**config.mk**
```make
export PLATFORM = sky130hd
export DESIGN_NAME = base32hex_stream_encoder_top
export DESIGN_NICKNAME = d
export VERILOG_FILES = /design/src/hdl/b32h_pkg.sv /design/src/hdl/b32h_front.sv /design/src/hdl/b32h_queue.sv /design/src/hdl/b32h_back.sv /design/src/hdl/base32hex_stream_encoder_top.sv
export SDC_FILE = /design/constraint.sdc
export NUM_CORES = 1
export LEC_CHECK = 0
export BUFFER_PORTS_ARGS = -buffer_cell sky130_fd_sc_hd__buf_2
export CAP_MARGIN = 20
export CORE_ASPECT_RATIO = 0.9
export CORE_MARGIN = 4
export CORE_UTILIZATION = 45
export CTS_CLUSTER_SIZE = 16
export DETAILED_ROUTE_END_ITERATION = 12
export PLACE_DENSITY = 0.69
export SLEW_MARGIN = 20
export SYNTH_ARGS = -nofsm -noshare
export SYNTH_HDL_FRONTEND = slang
export SYNTH_HIERARCHICAL = 1
export SYNTH_SLANG_ARGS = --single-unit
```
**constraint.sdc**
```tcl
create_clock -name clk -period 4.8 [get_ports clk]
set_input_delay 1.44 -clock clk [delete_from_list [all_inputs] [get_ports clk]]
set_output_delay 1.44 -clock clk [all_outputs]
set_load 0.03 [all_outputs]
```
**src/hdl/b32h_pkg.sv**
```systemverilog
// Shared types, constants and helpers for the base32hex stream encoder.
// No dependencies; imported by every module of the encoder.
package b32h_pkg;

  // ASCII codes used by the extended-hex alphabet and padding
  localparam logic [6:0] CHAR_ZERO = 7'h30;  // '0'
  localparam logic [6:0] CHAR_A    = 7'h41;  // 'A'
  localparam logic [6:0] CHAR_PAD  = 7'h3D;  // '='

  localparam int unsigned SYMBOLS_PER_GROUP = 8;
  localparam int unsigned BYTES_PER_GROUP   = 5;
  localparam int unsigned QUEUE_DEPTH_DEF   = 4;

  // One classified input byte, as handed from front end to back end
  typedef struct packed {
    logic [2:0][4:0] sym;        // 5-bit symbol values, sym[0] goes out first
    logic [1:0]      sym_count;  // symbols in use, 1..3
    logic [3:0]      pad_count;  // '=' characters after the symbols, 0..7
    logic            last;       // flag the final byte of the message
  } b32h_job_t;

  // Map a 5-bit value onto '0'..'9','A'..'V'
  function automatic logic [6:0] sym_char(input logic [4:0] v);
    logic [6:0] ch;
    if (v < 5'd10) begin
      ch = CHAR_ZERO + {2'b00, v};
    end else begin
      ch = CHAR_A + {2'b00, v} - 7'd10;
    end
    return ch;
  endfunction

  // Characters of a group completed after the byte at each position
  function automatic logic [3:0] chars_done(input logic [2:0] pos);
    logic [3:0] n;
    unique case (pos)
      3'd0:    n = 4'd1;
      3'd1:    n = 4'd3;
      3'd2:    n = 4'd4;
      3'd3:    n = 4'd6;
      3'd4:    n = 4'd8;
      default: n = 4'd1;
    endcase
    return n;
  endfunction

endpackage

```
**src/hdl/b32h_front.sv**
```systemverilog
// Front end of the base32hex encoder: accepts bytes, slices them into symbols
// and works out padding. Holds the leftover bits and group position.
// Depends on b32h_pkg.
module b32h_front (
  input  logic             clk,
  input  logic             rst,
  input  logic             in_valid,
  output logic             in_stall,
  input  logic [7:0]       data_byte,
  input  logic             final_byte,
  input  logic             q_full,
  output logic             push,
  output b32h_pkg::b32h_job_t job
);
  import b32h_pkg::*;

  logic [3:0]  spare_bits,  spare_bits_next;
  logic [2:0]  spare_count, spare_count_next;
  logic [2:0]  group_position, group_position_next;

  logic [2:0]  cnt;
  logic [2:0]  pos;
  logic [11:0] acc;
  logic [3:0]  total;
  logic [3:0]  rem1;
  logic [3:0]  rem2;
  logic        two;
  logic [3:0]  rem;
  logic [3:0]  left_bits;
  logic [4:0]  tail_sym;
  logic        extra;
  logic [3:0]  in_group;

  // Stall only on a full queue
  assign in_stall = q_full;
  assign push     = in_valid && !q_full;

  // Slice the byte behind the leftover bits into 5-bit symbols
  always_comb begin
    cnt       = (spare_count > 3'd4) ? 3'd4 : spare_count;
    pos       = (group_position > 3'd4) ? 3'd0 : group_position;
    acc       = {spare_bits, data_byte};
    total     = {1'b0, cnt} + 4'd8;
    rem1      = total - 4'd5;
    two       = (total >= 4'd10);
    rem2      = total - 4'd10;
    rem       = two ? rem2 : rem1;
    left_bits = 4'(acc & ((12'd1 << rem) - 12'd1));
    tail_sym  = 5'({1'b0, left_bits} << (4'd5 - rem));
    extra     = final_byte && (rem != 4'd0);
    in_group  = chars_done(pos) + {3'b000, extra};

    job.sym[0] = 5'(acc >> rem1);
    job.sym[1] = two ? 5'(acc >> rem2) : tail_sym;
    job.sym[2] = tail_sym;
    job.sym_count = 2'd1 + {1'b0, two} + {1'b0, extra};
    job.pad_count = (final_byte && (in_group < 4'd8)) ? (4'd8 - in_group) : 4'd0;
    job.last      = final_byte;
  end

  // Advance or clear the carried state
  always_comb begin
    spare_bits_next     = spare_bits;
    spare_count_next    = spare_count;
    group_position_next = group_position;
    if (push) begin
      if (final_byte) begin
        spare_bits_next     = 4'd0;
        spare_count_next    = 3'd0;
        group_position_next = 3'd0;
      end else begin
        spare_bits_next     = left_bits;
        spare_count_next    = rem[2:0];
        group_position_next = (pos >= 3'(BYTES_PER_GROUP - 1)) ? 3'd0 : pos + 3'd1;
      end
    end
  end

  always_ff @(posedge clk) begin
    if (rst) begin
      spare_bits     <= 4'd0;
      spare_count    <= 3'd0;
      group_position <= 3'd0;
    end else begin
      spare_bits     <= spare_bits_next;
      spare_count    <= spare_count_next;
      group_position <= group_position_next;
    end
  end

endmodule

```
**src/hdl/b32h_queue.sv**
```systemverilog
// Short queue of classified bytes between front and back end.
// Depends on b32h_pkg for the entry type.
module b32h_queue #(
  parameter int unsigned DEPTH = b32h_pkg::QUEUE_DEPTH_DEF
) (
  input  logic                clk,
  input  logic                rst,
  input  logic                push,
  input  b32h_pkg::b32h_job_t push_job,
  input  logic                pop,
  output b32h_pkg::b32h_job_t head_job,
  output logic                full,
  output logic                empty
);
  import b32h_pkg::*;

  localparam int unsigned AW = (DEPTH > 1) ? $clog2(DEPTH) : 1;
  localparam int unsigned CW = $clog2(DEPTH + 1);
  localparam logic [AW-1:0] LAST_SLOT = AW'(DEPTH - 1);

  b32h_job_t     entries [DEPTH];
  logic [AW-1:0] wr_ptr;
  logic [AW-1:0] rd_ptr;
  logic [CW-1:0] count;

  assign empty    = (count == '0);
  assign full     = (count == CW'(DEPTH));
  assign head_job = entries[rd_ptr];

  // Store the pushed beat
  always_ff @(posedge clk) begin
    if (push) begin
      entries[wr_ptr] <= push_job;
    end
  end

  // Advance pointers, wrapping at the last slot, and track the fill count
  always_ff @(posedge clk) begin
    if (rst) begin
      wr_ptr <= '0;
      rd_ptr <= '0;
      count  <= '0;
    end else begin
      if (push) begin
        wr_ptr <= (wr_ptr == LAST_SLOT) ? '0 : wr_ptr + 1'b1;
      end
      if (pop) begin
        rd_ptr <= (rd_ptr == LAST_SLOT) ? '0 : rd_ptr + 1'b1;
      end
      case ({push, pop})
        2'b10:   count <= count + 1'b1;
        2'b01:   count <= count - 1'b1;
        default: count <= count;
      endcase
    end
  end

endmodule

```
**src/hdl/b32h_back.sv**
```systemverilog
// Back end of the base32hex encoder (uses b32h_pkg): walks the head queue
// entry one character per cycle, unless stalled, into a registered output.
module b32h_back (
  input  logic                clk,
  input  logic                rst,
  input  logic                q_empty,
  input  b32h_pkg::b32h_job_t head_job,
  output logic                pop,
  output logic                out_valid,
  input  logic                out_stall,
  output logic [6:0]          out_char,
  output logic                end_of_text
);
  import b32h_pkg::*;

  logic [2:0] step, step_next;
  logic [3:0] chars;
  logic       last_char;
  logic       emit;
  logic       is_sym;
  logic [4:0] sym_val;
  logic [6:0] char_next;

  // Pick the character at the current step
  always_comb begin
    chars     = {2'b00, head_job.sym_count} + head_job.pad_count;
    last_char = ({1'b0, step} == chars - 4'd1);
    is_sym    = (step < {1'b0, head_job.sym_count});
    case (step[1:0])
      2'd0:    sym_val = head_job.sym[0];
      2'd1:    sym_val = head_job.sym[1];
      default: sym_val = head_job.sym[2];
    endcase
    char_next = is_sym ? sym_char(sym_val) : CHAR_PAD;
    emit      = !q_empty && (!out_valid || !out_stall);
    pop       = emit && last_char;
    step_next = step;
    if (emit) begin
      step_next = last_char ? 3'd0 : step + 3'd1;
    end
  end

  // Hold the step counter and output valid
  always_ff @(posedge clk) begin
    if (rst) begin
      step      <= 3'd0;
      out_valid <= 1'b0;
    end else begin
      step <= step_next;
      if (emit) begin
        out_valid <= 1'b1;
      end else if (!out_stall) begin
        out_valid <= 1'b0;
      end
    end
  end

  // Load the output beat
  always_ff @(posedge clk) begin
    if (emit) begin
      out_char    <= char_next;
      end_of_text <= head_job.last && last_char;
    end
  end

endmodule

```
**src/hdl/base32hex_stream_encoder_top.sv**
```systemverilog
// Base32hex stream encoder: one message byte per input beat, with final_byte
// marking the last byte; one ASCII character per output beat, end_of_text on
// the last one. The output side sends one character per cycle while out_stall
// is low; a plain byte yields one or two characters (1.6 on average, eight
// characters per five bytes) and the final byte up to eight including '='
// padding. The front end accepts a byte every cycle while the queue has room;
// its characters go from the QUEUE_DEPTH-entry queue to the registered output.
// Depends on b32h_pkg, b32h_front, b32h_queue and b32h_back.
module base32hex_stream_encoder_top #(
  parameter int unsigned QUEUE_DEPTH = b32h_pkg::QUEUE_DEPTH_DEF
) (
  input  logic       clk,
  input  logic       rst,
  input  logic       in_valid,
  output logic       in_stall,
  input  logic [7:0] data_byte,
  input  logic       final_byte,
  output logic       out_valid,
  input  logic       out_stall,
  output logic [6:0] out_char,
  output logic       end_of_text
);
  import b32h_pkg::*;

  b32h_job_t push_job;
  b32h_job_t head_job;
  logic      push;
  logic      pop;
  logic      q_full;
  logic      q_empty;

  b32h_front u_front (
    .clk        (clk),
    .rst        (rst),
    .in_valid   (in_valid),
    .in_stall   (in_stall),
    .data_byte  (data_byte),
    .final_byte (final_byte),
    .q_full     (q_full),
    .push       (push),
    .job        (push_job)
  );

  b32h_queue #(
    .DEPTH (QUEUE_DEPTH)
  ) u_queue (
    .clk      (clk),
    .rst      (rst),
    .push     (push),
    .push_job (push_job),
    .pop      (pop),
    .head_job (head_job),
    .full     (q_full),
    .empty    (q_empty)
  );

  b32h_back u_back (
    .clk         (clk),
    .rst         (rst),
    .q_empty     (q_empty),
    .head_job    (head_job),
    .pop         (pop),
    .out_valid   (out_valid),
    .out_stall   (out_stall),
    .out_char    (out_char),
    .end_of_text (end_of_text)
  );

`ifndef NO_ASSERTIONS
  a_pop_nonempty: assert property (@(posedge clk) disable iff (rst)
    pop |-> !q_empty)
    else $error("queue popped while empty");

  a_full_empty: assert property (@(posedge clk) disable iff (rst)
    !(q_full && q_empty))
    else $error("queue full and empty at once");

  a_rise_needs_entry: assert property (@(posedge clk) disable iff (rst)
    $rose(out_valid) |-> $past(!q_empty))
    else $error("output beat without a queued byte");

  a_push_room: assert property (@(posedge clk) disable iff (rst)
    push |-> (in_valid && !in_stall))
    else $error("queue written without an accepted beat");
`endif

endmodule
```
After elaboration in Yosys (flattened, before gate mapping). Memories as Yosys holds them, arrays and structs flattened. A register that Yosys moved wholly into a read port is not among the register bits. Index checks and enable logic that the tools add are counted. W data, S select, Z words.

Flip-flop bits (word level): 29. Bits in writable memories: 88. Input bits: 13. Output and inout port bits: 10. Word-level logic and storage cells: 92. Memories: 1.

Add/subtract/negate cells: 20. Magnitude comparators: 7. Equal/unequal tests: 12. Shifts and indexed selects: 4. Multiplexer cells: 22. Bitwise logic cells: 1. Reductions and logical operators: 15.

Memory list: u_queue.entries (depth 4, bits a word 22, rd ports 1, clocked after memory_dff 1, wr ports 1, line b32h_queue.sv:21) `b32h_job_t entries [DEPTH];`.

Operator list (count): $shr A12 B4 Y5 (2); $mux W3 (6); $pmux W4 S4 (1); $mux W4 (3); $pmux W5 S2 (1); $add A3 B1 Y3 const B (3); $mux W2 (4); $sub A4 B1 Y4 const B (2); $add A6 B5 Y7 const A (1); $add A7 B5 Y7 const A (1); $mux W7 (1); $sub A7 B4 Y7 const B (1); $eq A2 B2 Y1 const B (3); $eq A3 B2 Y1 const B (2); $eq A3 B3 Y1 const B (2); $gt A3 B3 Y1 const B (2); $logic_and A1 B1 Y1 (6); $pmux W3 S2 (1); $lt A5 B4 Y1 const B (1); $mux W5 (1); $shl A4 B4 Y5 (1); $add A2 B1 Y2 const B (2); $add A2 B4 Y4 (1); $add A3 B4 Y4 const B (1); other kinds (25) (32).

Longest topological paths before layout. Gate-level depths: netlist of the first run.

Word-level depth: 11. Gate-level depth with buffers: 18. Gate-level depth less buffers: 17.

By module. Netlist of the first run, hierarchy kept.

Modules (own cells, without submodules): b32h_queue (instances 1, cells an instance 162, area an instance 3626.0 µm², sequential area each 2822.7 µm²); b32h_front (instances 1, cells an instance 228, area an instance 1760.4 µm², sequential area each 200.2 µm²); b32h_back (instances 1, cells an instance 93, area an instance 903.4 µm², sequential area each 320.3 µm²).

Least setup slack after synthesis of the first run. No wires, ideal clock.

Path kind: reg2reg. Start point: register with a tool-made name. End point: register u_queue.count[2]. Library setup time: 70 ps. Data arrival time: 3886 ps. Data required time: 4730 ps. Path slack: 844 ps. Stages on the path, launching flop included: 19. Buffers on the path: 1. Period minus slack after synthesis: 3956 ps. Path through: dfxtp_1 > buf_6 > mux4_2 > inv_1 > ha_1 > inv_1 > ha_1 > inv_1 > fa_1 > xor2_1 > xnor2_1 > nand4_1 > nor2_1 > ha_1 > inv_1 > fa_1 > xor2_1 > or3_1 > a21oi_1.

RTL lines: to (signal assigned) (line b32h_queue.sv:51) `2'b10: count <= count + 1'b1;`; to (signal assigned) (line b32h_queue.sv:52) `2'b01: count <= count - 1'b1;`; to (signal assigned) (line b32h_queue.sv:53) `default: count <= count;`; to (decl) (line b32h_queue.sv:24) `logic [CW-1:0] count;`.

==> results of run 1 <==
cell usage after synthesis, drive strengths merged (3+ instances only):
cell type  count  area [µm²]
edfxtp        96        2880
nor2          37         154
a21oi         34         215
inv           32         120
mux4          31         706
nand2         31         116
ha            25         313
dfxtp         23         460
buf           20         151
mux2i         20         200
o21ai         19        98.9
nand3         13        65.1
xor2           8        70.1
nand2b         7        43.8
a22o           6        53.8
a21o           5        37.5
and2           5        33.8
nor2b          5        38.8
xnor2          5        43.8
a31oi          4        25.0
clkbuf         4        15.0
o21a           4        30.0
a22oi          3        22.5
and3           3        18.8
nand3b         3        22.5
nor3           3        15.0
nor3b          3        22.5
nor4           3        25.0
how the worst min path moves through the flow:
stage	slack (ns)	end	cells past startpoint
2_1_floorplan	0.44	u_front/group_position[1]$_SDFFE_PP0P_	2
3_3_place_gp	0.45	u_front/group_position[1]$_SDFFE_PP0P_	2
3_5_place_dp	0.47	u_front/group_position[1]$_SDFFE_PP0P_	2
4_1_cts	0.47	u_front/group_position[1]$_SDFFE_PP0P_	2
5_1_grt	0.49	u_front/group_position[1]$_SDFFE_PP0P_	2
6_report	0.47	u_front/group_position[1]$_SDFFE_PP0P_	2
cells by family after synthesis:
| family | Yosys count | share of synthesized area [%] |
|---|---|---|
| compound gates | 94 | 10.3 |
| xor+xnor | 13 | 1.81 |
| fa+ha+maj | 27 | 5.61 |
| buf+inv | 57 | 4.69 |
| flops | 119 | 53.2 |
| mux | 53 | 14.8 |
| simple gates | 120 | 9.65 |
area by class of cell:
cell class / count / area (µm²) / area share [%]
inverter: 33 / 129 / 1.81
sequential: 119 / 3340 / 46.9
timing repair buffer: 32 / 185 / 2.60
clock inverter: 14 / 181 / 2.54
multi-input combinational: 307 / 2650 / 37.2
tap: 168 / 210 / 2.95
clock buffer: 18 / 429 / 6.02
layer usage:
layer	track usage, %	vias to the layer above
li1	-	1882
met1	23.3	1946
met2	27.0	109
met3	4.27	16
met4	6.30	0
met5	0	-
critical path, cell delays in order, from the launching register on:
cell and delay, ns:
dfxtp_1 0.58, mux4_2 0.55, inv_1 0.09, ha_1 0.22, inv_1 0.07, ha_1 0.15
inv_1 0.06, fa_1 0.40, xor2_1 0.20, xnor2_1 0.15, nand4_1 0.25, nor2_1 0.31
ha_1 0.25, inv_1 0.06, fa_1 0.38, xor2_1 0.16, or3_1 0.32, a21oi_1 0.17
metrics by stage:
step           hold WS (ns)  area, µm²  setup WS, ns  instances  util, %
2_1_floorplan         0.440       6290         0.844        483        -
3_3_place_gp          0.453       6520         0.627        659     48.2
3_5_place_dp          0.465       6520         0.385        659     48.2
4_1_cts               0.473       7130         0.329        691     52.8
5_1_grt               0.492       7130       0.00628        691     52.8
6_report              0.467       7130         0.351        691     52.8
placed cells by master, fill, tap and decap left out, types with 5 or more instances in the layout:
cell type	netlist	final
clkbuf_16	0	17
o21ai_0	10	10
nor2_1	35	35
ha_1	25	25
a21o_1	5	5
xor2_1	8	8
buf_4	3	10
dfxtp_1	23	23
a21oi_1	28	28
mux4_2	29	29
a22o_1	5	5
o21ai_1	8	8
buf_2	9	22
mux2i_1	20	20
xnor2_1	5	5
nand2_1	31	31
nand3_1	13	13
inv_1	28	28
edfxtp_1	96	96
nand2b_1	7	7
power by group through the flow:
stage               sequential (mW)  clock [mW]  combinational, mW
global placement               1.38           0               1.08
finish                         1.37        1.30               1.12
global route                   1.38        1.39               1.25
CTS                            1.37        1.33               1.12
floorplan                      1.45           0              0.807
detailed placement             1.39           0               1.11
sequential cells by signal (all words and copies together) (netlist names), named ones only:
name and count:
u_front/spare_count 3, u_back/out_valid 1, u_queue/entries 88, u_back/end_of_text 1
u_front/spare_bits 4, u_back/out_char 7, u_queue/count 3, u_queue/rd_ptr 2
u_back/step 3, u_queue/wr_ptr 2, u_front/group_position 3
==> results.py, run 1 <==
metrics = {
    "global_route": {
        "grt.overflow.total": 0,
        "grt_pass1_wl_mm": 21.4,
        "grt_start_max_net_pins": 23,
        "grt.total_usage_pct": 17.2,
        "first_global_vias": 4065,
        "antenna_found_initial": 0,
    },
    "floorplan": {
        "die_y_um": 120,
        "core.rowCount": 40,
        "fp.dieArea_um2": 15900,
        "io_pins": 23,
        "die_w_um": 133,
        "initial_core_util_pct": 46.5,
        "core-area_um2": 13500,
    },
    "clocking": {
        "clk_pin_slew_worst_paths_ns": 0.06,
        "postCtsSetupBuffers": 0,
        "cts_max_level": 4,
        "cts_buffers": 17,
        "cts-resized-gates": 0,
        "insertion_delay_ns": 0.41,
        "clockRootBuffer": "clkbuf_16",
        "clock_path_buffers": 2,
        "cts_tree": "yes",
        "cts_sinks": 119,
        "cts_hold_buffers": 0,
    },
    "power": {
        "switching_share_pct": 31.0,
        "powerDensity_nw_per_um2": 532,
        "combPwrFrac_pct": 29.6,
        "seqPwrFrac_pct": 36.1,
        "finalPower_mw": 3.80,
        "internal_power_mw": 2.62,
        "p_leak_nw": 2.62,
        "switching_power_mw": 1.18,
        "max-vdd-ir-drop_v": 0.000228,
        "clkPwrFrac_pct": 34.4,
    },
    "detailed_routing": {
        "route.detailed.drc": 0,
        "num_vias": 3953,
        "drt-total-wl_mm": 12.6,
        "wl_per_cell_um": 18.2,
        "avgViaCountPerCell": 5.72,
        "met3_length_um": 667,
        "dr.max_layer_used": "met4",
        "route.layer.met1.wl_mm": 5.69,
        "drt_iter0_drc": 251,
        "dr_wl_met2_mm": 6.03,
        "firstDrtPassIters": 4,
        "ant_nets": 0,
    },
    "critical_path": {
        "path_max_fanout": 8,
        "reg2reg_depth": 17,
        "arrival_ns": 4.78,
        "r2r-end": "u_queue/count[2]$_SDFFE_PP0P_",
        "start_kind": "register",
        "worstSetupEndpoint": "u_queue/count[2]$_SDFFE_PP0P_",
        "rrSetupSlack_ns": 0.35,
        "cp-end-kind": "register",
        "required_ns": 5.13,
        "path_class": "register to register",
    },
    "placed_design": {
        "dp.final_hpwl_mm": 8.51,
        "io_buffers": 22,
        "gp_congestion": 0.898,
    },
    "sta": {
        "setup_viol": 0,
        "finalSetupTns_ns": 0,
        "hold_viol_final": 0,
        "max_slew_margin_pct": 45.7,
        "finalCriticalPeriod_ns": 4.45,
        "rsz0062_at_grt": "no",
        "worst_slew_pin_slew_ns": 0.808,
        "final_max_slew_viol_count": 0,
        "fmax_mhz": 225,
        "period_share_pct": 92.7,
        "clock_skew_ns": 0.00786,
    },
    "synthesis": {
        "synth_area_um2": 6290,
        "synth_edf_count": 96,
        "synth.distinct_cells": 64,
        "synthArstFlopShare_pct": 0,
        "synth.net_count": 523,
        "syn_inst": 483,
        "synth-main-ff-cell": "edfxtp_1",
        "avgSynthCellArea_um2": 13.0,
        "yosysSeqAreaShare_pct": 53.2,
        "synth_warnings": 6,
        "ys_seq_elements": 119,
    },
    "finish": {
        "syn_to_final_growth_pct": 13.3,
        "nFillCells": 1152,
        "antenna_cells": 0,
        "drive_gt1_share_pct": 21.2,
        "nets": 550,
    },
    "min_path": {
        "min_from": "u_front/group_position[1]$_SDFFE_PP0P_",
        "hold_path.class": "register to register",
    },
    "status": {
        "status": "complete, no violations",
    },
    "job": {
        "drv_cap": 0,
    },
}
Power figures use the tool's default switching activity.
==> run 2: changes to the inputs <==
--- a/config.mk
+++ b/config.mk
@@ -12,7 +12,7 @@
 export CORE_UTILIZATION = 45
 export CTS_CLUSTER_SIZE = 16
 export DETAILED_ROUTE_END_ITERATION = 12
-export PLACE_DENSITY = 0.69
+export PLACE_DENSITY = 0.71
 export SLEW_MARGIN = 20
 export SYNTH_ARGS = -nofsm -noshare
 export SYNTH_HDL_FRONTEND = slang
==> constraint.sdc (replaced) <==
create_clock -name clk -period 3.6 [get_ports clk]
set_input_delay 1.08 -clock clk [delete_from_list [all_inputs] [get_ports clk]]
set_output_delay 1.08 -clock clk [all_outputs]
set_load 0.03 [all_outputs]
==> results.py, run 2 (synthesis gave the netlist of run 1 again) <==
metrics = {
    "status": {
        "status": "complete, but fails checks",
        "violations": "setup timing",
    },
    "critical_path": {
        "required_ns": 3.94,
        "max_stage_delay_ns": 0.49,
        "crit_chain": "buf_4 -> mux4_2 -> inv_1 -> ha_1 -> inv_1 -> ha_4 -> inv_2 -> fa_2 -> xor2_1 -> nand4_1 -> nor2_2 -> ha_2 -> inv_2 -> fa_2 -> xor2_1 -> or3_1 -> a21oi_1",
        "path_max_fanout": 6,
        "start_kind": "register",
        "cp_slowest_cell": "mux4_2",
        "path_class": "register to register",
        "arrival_ns": 3.96,
        "cp-end-kind": "register",
        "rrSetupSlack_ns": -0.02,
    },
    "global_route": {
        "grt.overflow.total": 0,
        "grt.total_usage_pct": 16.5,
        "first_global_vias": 4077,
        "antenna_found_initial": 0,
        "grt_pass1_wl_mm": 20.5,
        "grt_start_max_net_pins": 23,
    },
    "sta": {
        "finalSetupTns_ns": -0.0187,
        "rsz0062_at_grt": "yes",
        "setup_viol": 1,
        "max_slew_margin_pct": 61.1,
        "hold_ws_ns": 0.486,
        "clock_skew_ns": 0.00767,
        "final_max_slew_viol_count": 0,
        "fmax_mhz": 276,
        "hold_viol_final": 0,
        "timing.final.ws_setup_ns": -0.0187,
        "finalCriticalPeriod_ns": 3.62,
        "period_share_pct": 101,
        "worst_slew_pin_slew_ns": 0.578,
    },
    "finish": {
        "antenna_cells": 0,
        "syn_to_final_growth_pct": 15.9,
        "register_area_um2": 3350,
        "biggestRegsByFlops": "u_queue/entries: 88 flops, u_back/out_char: 7 flops, u_front/spare_bits: 4 flops",
        "fin_area_um2": 7290,
        "multi_input_area_um2": 2700,
        "layout.cells.most_common": "edfxtp_1",
        "top_register": "u_queue/entries",
        "largest_reg_flops": 88,
        "nets": 571,
        "nFillCells": 1107,
        "drive_gt1_share_pct": 26.8,
        "final_cell_mix": "edfxtp_1, nor2_1, buf_4, nand2_1, mux4_2",
    },
    "clocking": {
        "insertion_delay_ns": 0.41,
        "clock_path_buffers": 2,
        "clk_pin_slew_worst_paths_ns": 0.05,
        "cts_tree": "yes",
        "cts_sinks": 119,
        "cts_buffers": 17,
        "clockRootBuffer": "clkbuf_16",
        "cts_max_level": 4,
    },
    "power": {
        "max-vdd-ir-drop_v": 0.000313,
        "finalPower_mw": 5.00,
        "p_leak_nw": 2.70,
        "powerDensity_nw_per_um2": 686,
    },
    "floorplan": {
        "fp.dieArea_um2": 15900,
        "core.rowCount": 40,
        "die_w_um": 133,
        "initial_core_util_pct": 46.5,
        "io_pins": 23,
        "die_y_um": 120,
        "core-area_um2": 13500,
    },
    "detailed_routing": {
        "ant_nets": 0,
        "firstDrtPassIters": 4,
        "avgViaCountPerCell": 5.69,
        "num_vias": 4053,
        "wl_per_cell_um": 17.4,
        "route.detailed.drc": 0,
        "drt-total-wl_mm": 12.4,
        "drt_iter0_drc": 247,
    },
    "min_path": {
        "hold_path.class": "register to register",
    },
    "placed_design": {
        "placed_cell_area_um2": 6660,
        "gp_congestion": 0.866,
        "dp.final_hpwl_mm": 8.48,
        "io_buffers": 22,
    },
    "job": {
        "drv_cap": 0,
    },
}
[run 2: changes by cell type in the layout (fill, tap and decap cells not counted), sizes merged]
| cell | before | now |
|---|---|---|
| buf | 32 | 53 |
| bufinv | 4 | 2 |
| clkinv | 7 | 8 |
| clkinvlp | 3 | 4 |
[run 2: metrics by stage]
| stage | setup WS (ns) | instances | utilization, % |
|---|---|---|---|
| floorplan | -0.160 | 483 | - |
| global placement | 0.0586 | 673 | 49.3 |
| detailed placement | -0.0550 | 673 | 49.3 |
| CTS | 0.00847 | 710 | 53.8 |
| global route | -0.207 | 712 | 54.0 |
| finish | -0.0187 | 712 | 54.0 |
[run 2: final cells by class]
type	count	area share (%)
clock buffer	18	5.89
timing repair buffer	53	4.70
inverter	33	1.80
multi-input combinational	307	37.0
tap	168	2.88
clock inverter	14	1.84
sequential	119	45.9
[run 2: final timing paths]
| path | start | end | cells past startpoint |
|---|---|---|---|
| max | register | u_queue/count[2]$_SDFFE_PP0P_ | 17 |
| min | u_back/out_valid$_SDFFE_PP0P_ | u_back/out_valid$_SDFFE_PP0P_ | 2 |
| max reg2reg | register | u_queue/count[2]$_SDFFE_PP0P_ | 17 |
| min reg2reg | u_back/out_valid$_SDFFE_PP0P_ | u_back/out_valid$_SDFFE_PP0P_ | 2 |
[run 2: metal layers]
metal  vias to the layer above  track usage [%]  part of all wire, %
met2                       116             26.8                   48
met5                         -                0                    0
li1                       1914                -                    -
met4                         0             5.13                  1.7
met3                        20             5.45                  5.0
met1                      2003             21.1                   45
[run 2: report_power, final]
part           switching, mW  internal (mW)  leakage, nW
registers             0.0653           1.75         1.08
clock network          0.589           1.01        0.265
logic                  0.931          0.655         1.35
total                   1.59           3.41         2.70
[run 2: worst max-delay path, delay by kind of cell, from the launching register on]
| family | cells | cell delay (ns) |
|---|---|---|
| simple gates | 3 | 0.60 |
| xor+xnor | 2 | 0.32 |
| fa+ha+maj | 5 | 1.26 |
| compound gates | 1 | 0.14 |
| mux | 1 | 0.49 |
| flops | 1 | 0.39 |
| buf+inv | 5 | 0.35 |
[run 2: repair_timing]
action,CTS,global route
pin swaps,1,6
resized for setup,1,2
endpoints found under the setup margin,1,6
hold buffers,0,0
buffers inserted,5,2
